===== src/hw/rtl/hkeq_pkg.sv =====
// ----------------------------------------------------------------------------
// hkeq_pkg: shared types and constants of the keyboard event queue
// Holds the command format between the front and back parts, the state
// encodings and the modifier decoding helpers.
// ----------------------------------------------------------------------------
package hkeq_pkg;

	// Default depth of the event ring; it keeps at most one entry less.
	localparam int QUEUE_DEPTH_DEF = 32;

	// Keycode slots in one boot report.
	localparam int KEY_SLOTS = 6;

	// Depth of the command queue between the front and back parts.
	localparam int CMD_DEPTH = 4;
	localparam int CMD_PTR_W = $clog2(CMD_DEPTH);

	// Scan steps of one report: six modifier checks, six releases, six presses.
	localparam int STEP_W = 5;
	localparam logic [STEP_W-1:0] STEP_REL_FIRST = 5'd6;
	localparam logic [STEP_W-1:0] STEP_PRS_FIRST = 5'd12;
	localparam logic [STEP_W-1:0] STEP_LAST = 5'd17;

	// Merged modifier keycodes.
	localparam logic [7:0] CODE_CTRL = 8'hE0;
	localparam logic [7:0] CODE_SHIFT = 8'hE1;
	localparam logic [7:0] CODE_ALT = 8'hE2;

	// Left and right bits of each merged modifier.
	localparam logic [7:0] MASK_CTRL = 8'h11;
	localparam logic [7:0] MASK_SHIFT = 8'h22;
	localparam logic [7:0] MASK_ALT = 8'h44;

	// Modifier groups in the order their events are produced.
	localparam logic [1:0] GRP_SHIFT = 2'd0;
	localparam logic [1:0] GRP_CTRL = 2'd1;
	localparam logic [1:0] GRP_ALT = 2'd2;

	// Input selector values.
	localparam logic ACT_REPORT = 1'b0;
	localparam logic ACT_POP = 1'b1;

	typedef logic [KEY_SLOTS-1:0][7:0] key_set_t;

	typedef enum logic [1:0] {
		CMD_EVENT,
		CMD_DONE,
		CMD_POP
	} cmd_kind_t;

	// One command from the front part to the back part.
	typedef struct packed {
		cmd_kind_t  kind;
		logic [7:0] code;
		logic       down;
	} cmd_t;

	typedef enum logic [1:0] {
		FR_IDLE,
		FR_SCAN,
		FR_DONE,
		FR_POP
	} front_state_t;

	typedef enum logic {
		BK_RUN,
		BK_READ
	} back_state_t;

	// True when any slot of the set holds the given code.
	function automatic logic holds_key(input key_set_t keys, input logic [7:0] code);
		logic hit;
		hit = 1'b0;
		for (int i = 0; i < KEY_SLOTS; i++) begin
			hit = hit | (keys[i] == code);
		end
		return hit;
	endfunction

	function automatic logic [7:0] group_mask(input logic [1:0] grp);
		logic [7:0] m;
		case (grp)
			GRP_SHIFT: m = MASK_SHIFT;
			GRP_CTRL:  m = MASK_CTRL;
			GRP_ALT:   m = MASK_ALT;
			default:   m = 8'h00;
		endcase
		return m;
	endfunction

	function automatic logic [7:0] group_code(input logic [1:0] grp);
		logic [7:0] c;
		case (grp)
			GRP_SHIFT: c = CODE_SHIFT;
			GRP_CTRL:  c = CODE_CTRL;
			GRP_ALT:   c = CODE_ALT;
			default:   c = 8'h00;
		endcase
		return c;
	endfunction

endpackage


===== src/hw/rtl/hkeq_front.sv =====
// ----------------------------------------------------------------------------
// hkeq_front: request intake and report scan
// Accepts one request at a time. A report is compared with the previous one
// over eighteen scan steps, and every event found goes to the command queue,
// followed by a completion command. A pop becomes a single pop command.
// ----------------------------------------------------------------------------
module hkeq_front
	import hkeq_pkg::*;
(
	input  logic        clk,
	input  logic        arst_n,
	input  logic        in_valid,
	output logic        in_ready,
	input  logic        in_action,
	input  logic [7:0]  in_mods,
	input  key_set_t    in_keys,
	output logic        cmd_valid,
	input  logic        cmd_ready,
	output cmd_t        cmd
);

	front_state_t     state_q, state_d;
	logic [STEP_W-1:0] step_q;
	logic [7:0]       rep_mods_q;
	key_set_t         rep_keys_q;
	logic [7:0]       prev_mods_q;
	key_set_t         prev_keys_q;

	logic             accept;
	logic             step_adv;
	logic             commit;
	logic             cand_valid;
	logic [7:0]       cand_code;
	logic             cand_down;
	logic [7:0]       gone;
	logic [7:0]       came;
	logic [2:0]       slot;
	logic [7:0]       key;

	assign accept = in_valid && in_ready;
	assign gone = prev_mods_q & ~rep_mods_q;
	assign came = rep_mods_q & ~prev_mods_q;

	// Event candidate of the current scan step.
	always_comb begin
		cand_valid = 1'b0;
		cand_code = 8'h00;
		cand_down = 1'b0;
		slot = 3'd0;
		key = 8'h00;
		case (step_q) inside
			[5'd0:5'd5]: begin
				cand_code = group_code(step_q[2:1]);
				cand_down = step_q[0];
				cand_valid = |((step_q[0] ? came : gone) & group_mask(step_q[2:1]));
			end
			[STEP_REL_FIRST:STEP_PRS_FIRST-5'd1]: begin
				slot = 3'(step_q - STEP_REL_FIRST);
				key = prev_keys_q[slot];
				cand_code = key;
				cand_valid = (key != 8'h00) && !holds_key(rep_keys_q, key);
			end
			[STEP_PRS_FIRST:STEP_LAST]: begin
				slot = 3'(step_q - STEP_PRS_FIRST);
				key = rep_keys_q[slot];
				cand_code = key;
				cand_down = 1'b1;
				cand_valid = (key != 8'h00) && !holds_key(prev_keys_q, key);
			end
			default: begin
				cand_valid = 1'b0;
			end
		endcase
	end

	// Next state and command output.
	always_comb begin
		state_d = state_q;
		in_ready = 1'b0;
		cmd_valid = 1'b0;
		cmd = '{kind: CMD_EVENT, code: cand_code, down: cand_down};
		step_adv = 1'b0;
		commit = 1'b0;
		case (state_q)
			FR_IDLE: begin
				in_ready = 1'b1;
				if (in_valid) begin
					state_d = (in_action == ACT_POP) ? FR_POP : FR_SCAN;
				end
			end
			FR_SCAN: begin
				cmd_valid = cand_valid;
				step_adv = !cand_valid || cmd_ready;
				if (step_adv && step_q == STEP_LAST) begin
					state_d = FR_DONE;
				end
			end
			FR_DONE: begin
				cmd_valid = 1'b1;
				cmd = '{kind: CMD_DONE, code: 8'h00, down: 1'b0};
				if (cmd_ready) begin
					commit = 1'b1;
					state_d = FR_IDLE;
				end
			end
			FR_POP: begin
				cmd_valid = 1'b1;
				cmd = '{kind: CMD_POP, code: 8'h00, down: 1'b0};
				if (cmd_ready) begin
					state_d = FR_IDLE;
				end
			end
			default: begin
				state_d = FR_IDLE;
			end
		endcase
	end

	// State and control registers.
	always_ff @(posedge clk or negedge arst_n) begin
		if (!arst_n) begin
			state_q <= FR_IDLE;
			step_q <= '0;
			prev_mods_q <= '0;
			prev_keys_q <= '0;
		end else begin
			state_q <= state_d;
			if (accept) begin
				step_q <= '0;
			end else if (step_adv) begin
				step_q <= step_q + 5'd1;
			end
			// The finished report becomes the previous one.
			if (commit) begin
				prev_mods_q <= rep_mods_q;
				prev_keys_q <= rep_keys_q;
			end
		end
	end

	// Report holding registers.
	always_ff @(posedge clk) begin
		if (accept) begin
			rep_mods_q <= in_mods;
			rep_keys_q <= in_keys;
		end
	end

endmodule


===== src/hw/rtl/hkeq_cmd_fifo.sv =====
// ----------------------------------------------------------------------------
// hkeq_cmd_fifo: command queue between front and back parts
// A small first-in first-out queue of commands so that the scan and the
// event ring can stall independently.
// ----------------------------------------------------------------------------
module hkeq_cmd_fifo
	import hkeq_pkg::*;
(
	input  logic clk,
	input  logic arst_n,
	input  logic push_valid,
	output logic push_ready,
	input  cmd_t push_cmd,
	output logic pop_valid,
	input  logic pop_ready,
	output cmd_t pop_cmd
);

	cmd_t                entry_q [CMD_DEPTH];
	logic [CMD_PTR_W-1:0] wr_ptr_q;
	logic [CMD_PTR_W-1:0] rd_ptr_q;
	logic [CMD_PTR_W:0]   count_q;
	logic                 do_push;
	logic                 do_pop;

	assign push_ready = (count_q != (CMD_PTR_W+1)'(CMD_DEPTH));
	assign pop_valid = (count_q != '0);
	assign pop_cmd = entry_q[rd_ptr_q];
	assign do_push = push_valid && push_ready;
	assign do_pop = pop_valid && pop_ready;

	// Pointers and fill count.
	always_ff @(posedge clk or negedge arst_n) begin
		if (!arst_n) begin
			wr_ptr_q <= '0;
			rd_ptr_q <= '0;
			count_q <= '0;
		end else begin
			if (do_push) begin
				wr_ptr_q <= wr_ptr_q + 1'b1;
			end
			if (do_pop) begin
				rd_ptr_q <= rd_ptr_q + 1'b1;
			end
			if (do_push && !do_pop) begin
				count_q <= count_q + 1'b1;
			end else if (do_pop && !do_push) begin
				count_q <= count_q - 1'b1;
			end
		end
	end

	// Entry storage.
	always_ff @(posedge clk) begin
		if (do_push) begin
			entry_q[wr_ptr_q] <= push_cmd;
		end
	end

endmodule


===== src/hw/rtl/hkeq_back.sv =====
// ----------------------------------------------------------------------------
// hkeq_back: event ring and result register
// Executes commands in order: events are written into the ring unless it is
// full, a completion gives the result of a report, and a pop reads the oldest
// event through the registered memory port, or an empty result if there is none.
// ----------------------------------------------------------------------------
module hkeq_back
	import hkeq_pkg::*;
#(
	parameter int QUEUE_DEPTH = QUEUE_DEPTH_DEF
) (
	input  logic       clk,
	input  logic       arst_n,
	input  logic       cmd_valid,
	output logic       cmd_ready,
	input  cmd_t       cmd,
	output logic       out_valid,
	input  logic       out_ready,
	output logic       out_event_valid,
	output logic [7:0] out_code,
	output logic       out_down,
	output logic       out_pending
);

	localparam int PTR_W = (QUEUE_DEPTH > 1) ? $clog2(QUEUE_DEPTH) : 1;
	localparam logic [PTR_W-1:0] PTR_LAST = PTR_W'(QUEUE_DEPTH - 1);

	logic [8:0]       mem [QUEUE_DEPTH];
	logic [8:0]       rd_data_q;
	logic [PTR_W-1:0] wr_ptr_q;
	logic [PTR_W-1:0] rd_ptr_q;
	logic [PTR_W-1:0] wr_next;
	logic [PTR_W-1:0] rd_next;
	back_state_t      state_q, state_d;

	logic             out_valid_q;
	logic             out_event_valid_q;
	logic [7:0]       out_code_q;
	logic             out_down_q;
	logic             out_pending_q;

	logic             out_free;
	logic             ring_empty;
	logic             ring_full;
	logic             take;
	logic             mem_we;
	logic             mem_re;
	logic             load_done;
	logic             load_empty;
	logic             load_read;

	assign wr_next = (wr_ptr_q == PTR_LAST) ? '0 : wr_ptr_q + 1'b1;
	assign rd_next = (rd_ptr_q == PTR_LAST) ? '0 : rd_ptr_q + 1'b1;
	assign ring_empty = (rd_ptr_q == wr_ptr_q);
	assign ring_full = (wr_next == rd_ptr_q);
	assign out_free = !out_valid_q || out_ready;
	assign take = cmd_valid && cmd_ready;

	// Command dispatch and next state.
	always_comb begin
		state_d = state_q;
		cmd_ready = 1'b0;
		mem_we = 1'b0;
		mem_re = 1'b0;
		load_done = 1'b0;
		load_empty = 1'b0;
		load_read = 1'b0;
		case (state_q)
			BK_RUN: begin
				case (cmd.kind)
					CMD_EVENT: cmd_ready = 1'b1;
					CMD_DONE:  cmd_ready = out_free;
					CMD_POP:   cmd_ready = out_free;
					default:   cmd_ready = 1'b1;
				endcase
				if (take) begin
					case (cmd.kind)
						CMD_EVENT: mem_we = !ring_full;
						CMD_DONE:  load_done = 1'b1;
						CMD_POP: begin
							if (ring_empty) begin
								load_empty = 1'b1;
							end else begin
								mem_re = 1'b1;
								state_d = BK_READ;
							end
						end
						default: mem_we = 1'b0;
					endcase
				end
			end
			BK_READ: begin
				load_read = 1'b1;
				state_d = BK_RUN;
			end
			default: begin
				state_d = BK_RUN;
			end
		endcase
	end

	// Ring pointers, state and result valid.
	always_ff @(posedge clk or negedge arst_n) begin
		if (!arst_n) begin
			state_q <= BK_RUN;
			wr_ptr_q <= '0;
			rd_ptr_q <= '0;
			out_valid_q <= 1'b0;
		end else begin
			state_q <= state_d;
			if (mem_we) begin
				wr_ptr_q <= wr_next;
			end
			if (mem_re) begin
				rd_ptr_q <= rd_next;
			end
			if (load_done || load_empty || load_read) begin
				out_valid_q <= 1'b1;
			end else if (out_ready) begin
				out_valid_q <= 1'b0;
			end
		end
	end

	// Event memory with registered read.
	always_ff @(posedge clk) begin
		if (mem_we) begin
			mem[wr_ptr_q] <= {cmd.down, cmd.code};
		end
		if (mem_re) begin
			rd_data_q <= mem[rd_ptr_q];
		end
	end

	// Result payload.
	always_ff @(posedge clk) begin
		if (load_done || load_empty) begin
			out_event_valid_q <= 1'b0;
			out_code_q <= 8'h00;
			out_down_q <= 1'b0;
			out_pending_q <= !ring_empty;
		end else if (load_read) begin
			out_event_valid_q <= 1'b1;
			out_code_q <= rd_data_q[7:0];
			out_down_q <= rd_data_q[8];
			out_pending_q <= !ring_empty;
		end
	end

	assign out_valid = out_valid_q;
	assign out_event_valid = out_event_valid_q;
	assign out_code = out_code_q;
	assign out_down = out_down_q;
	assign out_pending = out_pending_q;

	// The result register is free while a memory read is under way.
	a_read_slot_free: assert property (@(posedge clk) disable iff (!arst_n)
		(state_q == BK_READ) |-> !out_valid_q)
		else $error("result register busy during ring read");

	// A completed read always presents a popped event.
	a_read_gives_event: assert property (@(posedge clk) disable iff (!arst_n)
		(state_q == BK_READ) |=> (out_valid_q && out_event_valid_q))
		else $error("ring read did not produce an event");

	// Ring pointers stay inside the configured depth.
	a_ptr_range: assert property (@(posedge clk) disable iff (!arst_n)
		(wr_ptr_q <= PTR_LAST) && (rd_ptr_q <= PTR_LAST))
		else $error("ring pointer out of range");

endmodule


===== src/hw/rtl/hid_keyboard_event_queue.sv =====
// ----------------------------------------------------------------------------
// hid_keyboard_event_queue: boot keyboard report to key event queue
// Turns each boot keyboard report into press and release events and keeps
// them in a ring; a pop request returns the oldest event.
//
// Channel   Dir  tdata (low bit up)                          tuser
// s_axis    in   modifier_bits, key_0 .. key_5 (56 bits)     action
// m_axis    out  event_keycode, event_is_down, events_pending event_valid
//
// In the scan front end a report passes intake, 18 scan steps (one per cycle
// while the command queue takes events) and completion; a pop passes intake
// and one pop command. The back end runs one command per cycle while the result
// register is free; a pop with an event adds a registered ring memory read.
// Reset clears the previous report, the ring pointers and the command queue.
// A stalled m_axis holds the result; up to four commands still queue behind it.
// ----------------------------------------------------------------------------
module hid_keyboard_event_queue
	import hkeq_pkg::*;
#(
	parameter int QUEUE_DEPTH = QUEUE_DEPTH_DEF
) (
	input  logic        clk,
	input  logic        arst_n,
	input  logic        s_axis_tvalid,
	output logic        s_axis_tready,
	input  logic [55:0] s_axis_tdata,  // modifier_bits, key_0, .. key_5
	input  logic        s_axis_tuser,  // action
	output logic        m_axis_tvalid,
	input  logic        m_axis_tready,
	output logic [15:0] m_axis_tdata,  // event_keycode, event_is_down, events_pending
	output logic        m_axis_tuser   // event_valid
);

	logic       front_cmd_valid;
	logic       front_cmd_ready;
	cmd_t       front_cmd;
	logic       back_cmd_valid;
	logic       back_cmd_ready;
	cmd_t       back_cmd;
	logic       event_valid;
	logic [7:0] event_keycode;
	logic       event_is_down;
	logic       events_pending;

	// Request intake and report scan.
	hkeq_front u_front (
		.clk       (clk),
		.arst_n    (arst_n),
		.in_valid  (s_axis_tvalid),
		.in_ready  (s_axis_tready),
		.in_action (s_axis_tuser),
		.in_mods   (s_axis_tdata[7:0]),
		.in_keys   (key_set_t'(s_axis_tdata[55:8])),
		.cmd_valid (front_cmd_valid),
		.cmd_ready (front_cmd_ready),
		.cmd       (front_cmd)
	);

	// Decoupling command queue.
	hkeq_cmd_fifo u_cmd_fifo (
		.clk        (clk),
		.arst_n     (arst_n),
		.push_valid (front_cmd_valid),
		.push_ready (front_cmd_ready),
		.push_cmd   (front_cmd),
		.pop_valid  (back_cmd_valid),
		.pop_ready  (back_cmd_ready),
		.pop_cmd    (back_cmd)
	);

	// Event ring and result register.
	hkeq_back #(
		.QUEUE_DEPTH (QUEUE_DEPTH)
	) u_back (
		.clk             (clk),
		.arst_n          (arst_n),
		.cmd_valid       (back_cmd_valid),
		.cmd_ready       (back_cmd_ready),
		.cmd             (back_cmd),
		.out_valid       (m_axis_tvalid),
		.out_ready       (m_axis_tready),
		.out_event_valid (event_valid),
		.out_code        (event_keycode),
		.out_down        (event_is_down),
		.out_pending     (events_pending)
	);

	// Result packing.
	assign m_axis_tdata = {6'b000000, events_pending, event_is_down, event_keycode};
	assign m_axis_tuser = event_valid;

endmodule

===== config.mk =====
export PLATFORM = sky130hd
export DESIGN_NAME = hid_keyboard_event_queue
export DESIGN_NICKNAME = d
export VERILOG_FILES = /design/src/hw/rtl/hkeq_pkg.sv /design/src/hw/rtl/hkeq_front.sv /design/src/hw/rtl/hkeq_cmd_fifo.sv /design/src/hw/rtl/hkeq_back.sv /design/src/hw/rtl/hid_keyboard_event_queue.sv
export SDC_FILE = /design/constraint.sdc
export NUM_CORES = 1
export LEC_CHECK = 0
export BUFFER_PORTS_ARGS = -buffer_cell sky130_fd_sc_hd__clkbuf_2
export CAP_MARGIN = 20
export CORE_MARGIN = 2
export CORE_UTILIZATION = 56
export CTS_CLUSTER_DIAMETER = 50
export CTS_CLUSTER_SIZE = 8
export DETAILED_ROUTE_END_ITERATION = 8
export GPL_TIMING_DRIVEN = 0
export PLACE_DENSITY = 0.75
export RECOVER_POWER = 50
export SLEW_MARGIN = 20
export SYNTH_ARGS = -nofsm -noshare
export SYNTH_HDL_FRONTEND = slang
export SYNTH_SLANG_ARGS = --single-unit
export TNS_END_PERCENT = 1

===== constraint.sdc =====
create_clock -name clk -period 4.6 [get_ports clk]
set_clock_uncertainty 0.2 [all_clocks]
set_input_delay 1.15 -clock clk [delete_from_list [all_inputs] [get_ports clk]]
set_output_delay 1.15 -clock clk [all_outputs]
set_load 0.005 [all_outputs]

* Word-level counts from Yosys, hierarchy flattened
Memories as Yosys holds them, arrays and structs flattened. A register that Yosys moved wholly into a read port is not among the register bits. Index checks and enable logic that the tools add are counted.
Storage, ports and cells: output and inout bits 19, bits in latches 0, word-level logic and storage cells 187, flip-flop bits (word level) 149, bits in writable memories 332, ROM bits 0, memories 2, input bits 61
Cells by class: bitwise gates (word level) 16, div/mod/pow operators 0, multiply operators 0, mux-type cells 60, equal/unequal tests 28, reduce and logical (&&, ||, !) cells 37, magnitude comparators 8, shift-type cells 0, $add $sub $neg 9
Memories:
- u_back.mem | words 32, bits a word 9, read ports 1, clocked after Yosys merged registers in 1, write ports 1, line hkeq_back.sv:28 | logic [8:0] mem [QUEUE_DEPTH];
- u_cmd_fifo.entry_q | words 4, bits a word 11, read ports 1, clocked after Yosys merged registers in 0, write ports 1, line hkeq_cmd_fifo.sv:19 | cmd_t entry_q [CMD_DEPTH];
Operator list (number):
- equality test 8 bit | 12
- 2-to-1 mux 8 bit | 7
- binary-select mux 8 bit (select 3 bit) | 2
- 2-to-1 mux 1 bit | 35
- AND 8 bit | 3
- case mux 8 bit (3 select lines) | 1
- case mux 11 bit (2 select lines) | 1
- case mux 7 bit (3 select lines) | 1
- 2-to-1 mux 5 bit | 4
- inverter 8 bit | 2
- nonzero test 8 bit | 2
- adder 5 x 1 -> 5 bit (second input constant) | 3
- equality test 5 bit (second input constant) | 3
- logical AND 1 bit | 11
- equality test 5 bit | 2
- bitwise OR 1 bit | 10
- equality test 2 bit (second input constant) | 4
- logical NOT 1 bit | 8
- < comparator 3 x 4 -> 1 bit (second input constant) | 2
- 2-to-1 mux 2 bit | 4
- nonzero test 2 bit | 4
- OR reduction 8 bit | 1
- equality test 2 x 1 -> 1 bit (second input constant) | 3
- logical NOT 2 bit | 3
- 21 further kinds | 30

* Depth between registers and ports, before layout
word-level depth 20, gate-level depth with buffers 22

* Cells and area by module
A second synthesis with hierarchy kept.
Second synthesis, totals: cells, all modules 1384, area total of the unflattened synthesis 22292.6 um^2
By module, submodules not included:
- hkeq_back | times used 1, area each 12683.4 um^2, cells an instance 587
- hkeq_front | times used 1, area each 7537.2 um^2, cells an instance 696
- hkeq_cmd_fifo | times used 1, area each 2008.2 um^2, cells an instance 92
- hid_keyboard_event_queue | times used 1, area each 63.8 um^2, cells an instance 9

* Worst setup path after synthesis
OpenSTA, ideal clock, no wires.
kind register -> register, start point reg u_front.step_q[1], end point reg u_cmd_fifo.count_q[2], setup time 79 ps, data arrival time 4257 ps, clock period less this slack 4536 ps, slack 64 ps, cell stages (with the launch flop) 23, cell sequence dfrtp_1 buf_6 buf_6 buf_6 inv_2 ha_1 clkbuf_1 inv_1 o32ai_1 clkbuf_1 nor3_1 o2111ai_1 o22a_1 o21ai_0 o21ai_0 o21ai_1 o21ai_2 ha_1 inv_1 fa_1 xor2_1 nor2_1 xor2_1
On the way: word-level cells in the longest chain between the ends 19
RTL lines:
- from (decl) | line hkeq_front.sv:23 | logic [STEP_W-1:0] step_q;
- from (signal assigned) | line hkeq_front.sv:131 | step_q <= step_q + 5'd1;
- subtractor 3 bit | line hkeq_front.sv:64 | slot = 3'(step_q - STEP_PRS_FIRST);
- binary-select mux 8 bit (select 3 bit) | line hkeq_front.sv:65 | key = rep_keys_q[slot];
- 2-to-1 mux 8 bit (implied by the code) | line hkeq_front.sv:65
- equality test 8 bit | line hkeq_pkg.sv:75 | hit = hit | (keys[i] == code);
- bitwise OR 1 bit (5 in a row) | line hkeq_pkg.sv:75
- logical NOT 1 bit | line hkeq_front.sv:68 | cand_valid = (key != 8'h00) && !holds_key(prev_keys_q, key);
- logical AND 1 bit | line hkeq_front.sv:68
- 2-to-1 mux 1 bit (2 in a row) | line hkeq_front.sv:51 | case (step_q) inside
- 2-to-1 mux 1 bit (*) | line hkeq_front.sv:51
- case mux 1 bit (2 select lines) (*) | line hkeq_front.sv:84 | case (state_q)
- logical AND 1 bit (*) | line hkeq_cmd_fifo.sv:29 | assign do_push = push_valid && push_ready;
- via u_cmd_fifo.do_push | line hkeq_cmd_fifo.sv:23 | logic do_push;
- logical NOT 1 bit | line hkeq_cmd_fifo.sv:47 | end else if (do_pop && !do_push) begin
- logical AND 1 bit | line hkeq_cmd_fifo.sv:47
- nonzero test 2 bit (no source line)
- to (signal assigned) | line hkeq_cmd_fifo.sv:46 | count_q <= count_q + 1'b1;
- to (signal assigned) | line hkeq_cmd_fifo.sv:48 | count_q <= count_q - 1'b1;
- to (decl) | line hkeq_cmd_fifo.sv:22 | logic [CMD_PTR_W:0] count_q;
Mark *: on every way through the listed nets, which the timed path passes. The rest lies on a longest branch. The select of a mux whose other input is x is not followed. A chain may end at the register's enable or synchronous reset.

* Worst setup path in the final report
Ends and elaborated chain as after synthesis.

==> impl_metrics.tcl <==
set metrics [dict create \
    synth-main-ff-cell "edfxtp_1" \
    drtIter0Drc 1176 \
    grt_usage 0.254 \
    grt_antenna_before_repair 0 \
    via_per_inst 6.06 \
    clock_sinks 486 \
    crit_required_ns 4.90 \
    worst_setup_path_end_kind "flip-flop" \
    syn_to_final_growth_pct 17.2 \
    ant_nets 0 \
    min_path_type "flip-flop to flip-flop" \
    insertion_delay_ns 0.60 \
    slew_viol_final 121 \
    status "complete, but fails checks" \
    portBuffers 71 \
    dr.pass1.iters 8 \
    rr_startpoint "u_front.step_q[1]$_DFFE_PN0P_" \
    place_ws_ns -1.58 \
    rows 72 \
    numPlacedInstances 1947 \
    wl_per_cell_um 24.4 \
    p_leak_nw 8.98 \
    ctsHoldBuffers 0 \
    hold_depth 2 \
    power.density_nw_per_um2 807 \
    layout-drive-gt1-share 0.296 \
    holdPathEnd "u_back.out_code[6]$_SDFFE_PP0P_" \
    clock-root-buffer "clkbuf_16" \
    cp-start-kind "flip-flop" \
    rsz0062_at_grt "yes" \
    nNetsFinal 1610 \
    cts_buffers 73 \
    worst_pin_slew_ns 2.24 \
    path_clk_slew_ns 0.05 \
    violations "capacitance limit, slew limit, setup timing" \
    ios 80 \
    clk_path_buf_depth 3 \
    min_period_ns 4.66 \
    hold_violations 0 \
    die_w_um 202 \
    yosys_warnings 0 \
    coreArea_um2 38700 \
    synth_most_common_cell "edfxtp_1" \
    dieHeight_um 202 \
    ys_types 78 \
    synth_area_leaders "edfxtp_1 54%, mux4_2 10%, dfrtp_1 9.1%" \
    reg2reg_to "u_cmd_fifo.count_q[2]$_DFFE_PN0P_" \
    maxCapViolCount 2 \
    avgSynthCellArea_um2 16.3 \
    post-route-period-util 1.01 \
    ys_ff_latch 486 \
    syn-cell-area_um2 22000 \
    synth-edff-count 396 \
    r2r_cells 22 \
    layoutNonFillerInstCount 2087 \
    utilization 0.665 \
    r2r_slack_ns -0.06 \
    power_frac_seq 0.339 \
    p_sw_mw 7.62 \
    gp_congestion 0.946 \
    p_int_mw 13.2 \
    dr_total_vias 12600 \
    start_util 0.568 \
    netlist_top_cells_count "396 x edfxtp_1, 102 x mux4_2, 80 x dfrtp_1, 80 x mux2_2, 72 x nor2_1" \
    netlist_instances 1351 \
    htree_levels 3 \
    async_reset_ff_frac 0.165 \
    grt_pass1_wl_um 78100 \
    critPathMaxFanout 10 \
    synth_top_area_frac 0.541 \
    combPwrFrac 0.421 \
    ys_seq_area_frac 0.641 \
    grt_pass1_vias 13100 \
    dieArea_um2 40900 \
    crit_arrival_ns 4.95 \
    switching_share 0.366 \
    synth_area_leader_cell "edfxtp_1" \
    finalSetupViolCount 2 \
    antenna_cells 0 \
    path_class "flip-flop to flip-flop" \
    slew-limit-headroom -0.494 \
    hpwlAfterDp_um 33500 \
    worstHoldStart "u_back.rd_data_q[6]$_DFFE_PP_" \
    p_clk_frac 0.239 \
    setup_ws_ns -0.0551 \
    fmax_mhz 215 \
    grt_max_degree 81 \
    cts_tree "built" \
    routed_wl_um 50900 \
    drc 0 \
    ir_drop_uv 475 \
    overflow 0 \
]
area by class of cell:
class | count | area [µm²]
Fill cell | 2623 | 13000
Timing Repair Buffer | 96 | 568
Multi-Input combinational cell | 759 | 7730
Buffer | 77 | 443
Clock buffer | 111 | 2030
Tap cell | 518 | 648
Clock inverter | 9 | 124
Sequential cell | 486 | 14100
Inverter | 31 | 125
metal layers:
metal	vias up	global-route usage	share of wire
met1	6352	0.330	0.39
met2	558	0.431	0.51
met5	-	0	0
met4	0	0.0972	0.034
met3	123	0.0455	0.067
li1	5609	-	-
critical path: stages (launching register included):
cell	delay (ns)
dfrtp_2	0.39
buf_8	0.14
buf_12	0.12
buf_12	0.15
inv_6	0.07
ha_4	0.32
clkbuf_16	0.16
clkinvlp_4	0.11
o32ai_4	0.33
clkbuf_8	0.21
nor2_1	0.09
nand4_1	0.12
o21ai_2	0.10
nand4b_1	0.38
o21ai_1	0.23
o21ai_1	0.11
o21ai_2	0.18
ha_2	0.21
inv_1	0.06
fa_1	0.42
xor2_1	0.16
nor2_1	0.11
xor2_1	0.15
flip-flops by register name (all words and copies together), names as in the netlist, 2 cells and up:
signal	flops
u_back.mem	288
u_front.prev_keys_q	48
u_front.rep_keys_q	48
u_cmd_fifo.entry_q	44
u_back.rd_data_q	9
u_back.out_code	8
u_front.prev_mods_q	6
u_front.rep_mods_q	6
u_back.rd_ptr_q	5
u_back.wr_ptr_q	5
u_front.step_q	5
u_cmd_fifo.count_q	3
u_cmd_fifo.rd_ptr_q	2
u_cmd_fifo.wr_ptr_q	2
u_front.state_q	2
cells by family (layout without fill, tap and decap cells):
group	count (synthesis)	count (layout)	synth area share
simple gates	237	237	0.0545
compound gates	129	129	0.0423
xor+xnor	126	126	0.0502
flops	486	486	0.641
fa+ha+maj	25	25	0.0146
mux	236	236	0.174
other cells	1	6	0.000171
buf+inv	111	324	0.0232
metrics by stage:
step                      total power [mW]  instance area, µm²  TNS (ns)  hold WS (ns)
after global placement                14.7               23000    -59.34         0.250
after CTS                             20.5               25500     -6.19         0.294
after detailed placement              15.0               23100    -67.15         0.284
after floorplan                       12.6               22000         0         0.256
after global routing                  21.8               25800    -0.297         0.323
final                                 20.8               25800    -0.106         0.288
power groups by stage:
stage	Clock, mW	Combinational, mW	Sequential [mW]
2_1_floorplan	0	5.76	6.88
3_3_place_gp	0	7.66	7.06
3_5_place_dp	0	7.90	7.10
4_1_cts	5.03	8.45	7.04
5_1_grt	5.24	9.39	7.13
6_report	4.98	8.76	7.06
worst max-delay path by stage:
stage                     slack [ns]                          startpoint  depth (start not counted)                                 to
final                          -0.06       u_front.step_q[1]$_DFFE_PN0P_                         22  u_cmd_fifo.count_q[2]$_DFFE_PN0P_
after global routing           -0.17       u_front.step_q[1]$_DFFE_PN0P_                         22  u_cmd_fifo.count_q[2]$_DFFE_PN0P_
after CTS                      -0.08  u_cmd_fifo.rd_ptr_q[0]$_DFFE_PN0P_                          9        u_back.mem[16][1]$_DFFE_PP_
after detailed placement       -1.58       u_front.step_q[1]$_DFFE_PN0P_                         22  u_cmd_fifo.count_q[2]$_DFFE_PN0P_
after global placement         -1.48       u_front.step_q[1]$_DFFE_PN0P_                         21  u_cmd_fifo.count_q[2]$_DFFE_PN0P_
after floorplan                 0.06       u_front.step_q[1]$_DFFE_PN0P_                         22  u_cmd_fifo.count_q[2]$_DFFE_PN0P_
what timing repair did:
item | CTS | global route
endpoints found under the hold margin | 0 | 0
pin swaps | 5 | 12
gates cloned | 1 | 1
gates resized for setup | 40 | 73
setup buffers | 12 | 9
endpoints found under the setup margin | 223 | 334
cells in the final DEF (no fill, tap or decap), drive strengths merged, types with 6 or more instances in the layout:
master  netlist  routed
nor2b         9       9
o21ai        34      34
dfxtp        10      10
xnor2        65      65
conb          1       6
o211ai        7       7
xor2         61      61
and2          8       8
or3           9       9
edfxtp      396     396
mux4        102     102
dfrtp        80      80
o21a          6       6
nor3b         6       6
a222oi        7       7
mux2         92      92
nor3         22      22
a21oi        18      18
nand2        49      49
clkbuf       44     235
nor2         73      73
buf          36      49
mux2i        42      42
nand3         9       9
ha           24      24
inv          30      33
nand4        17      17
Power figures use the tool's default switching activity.
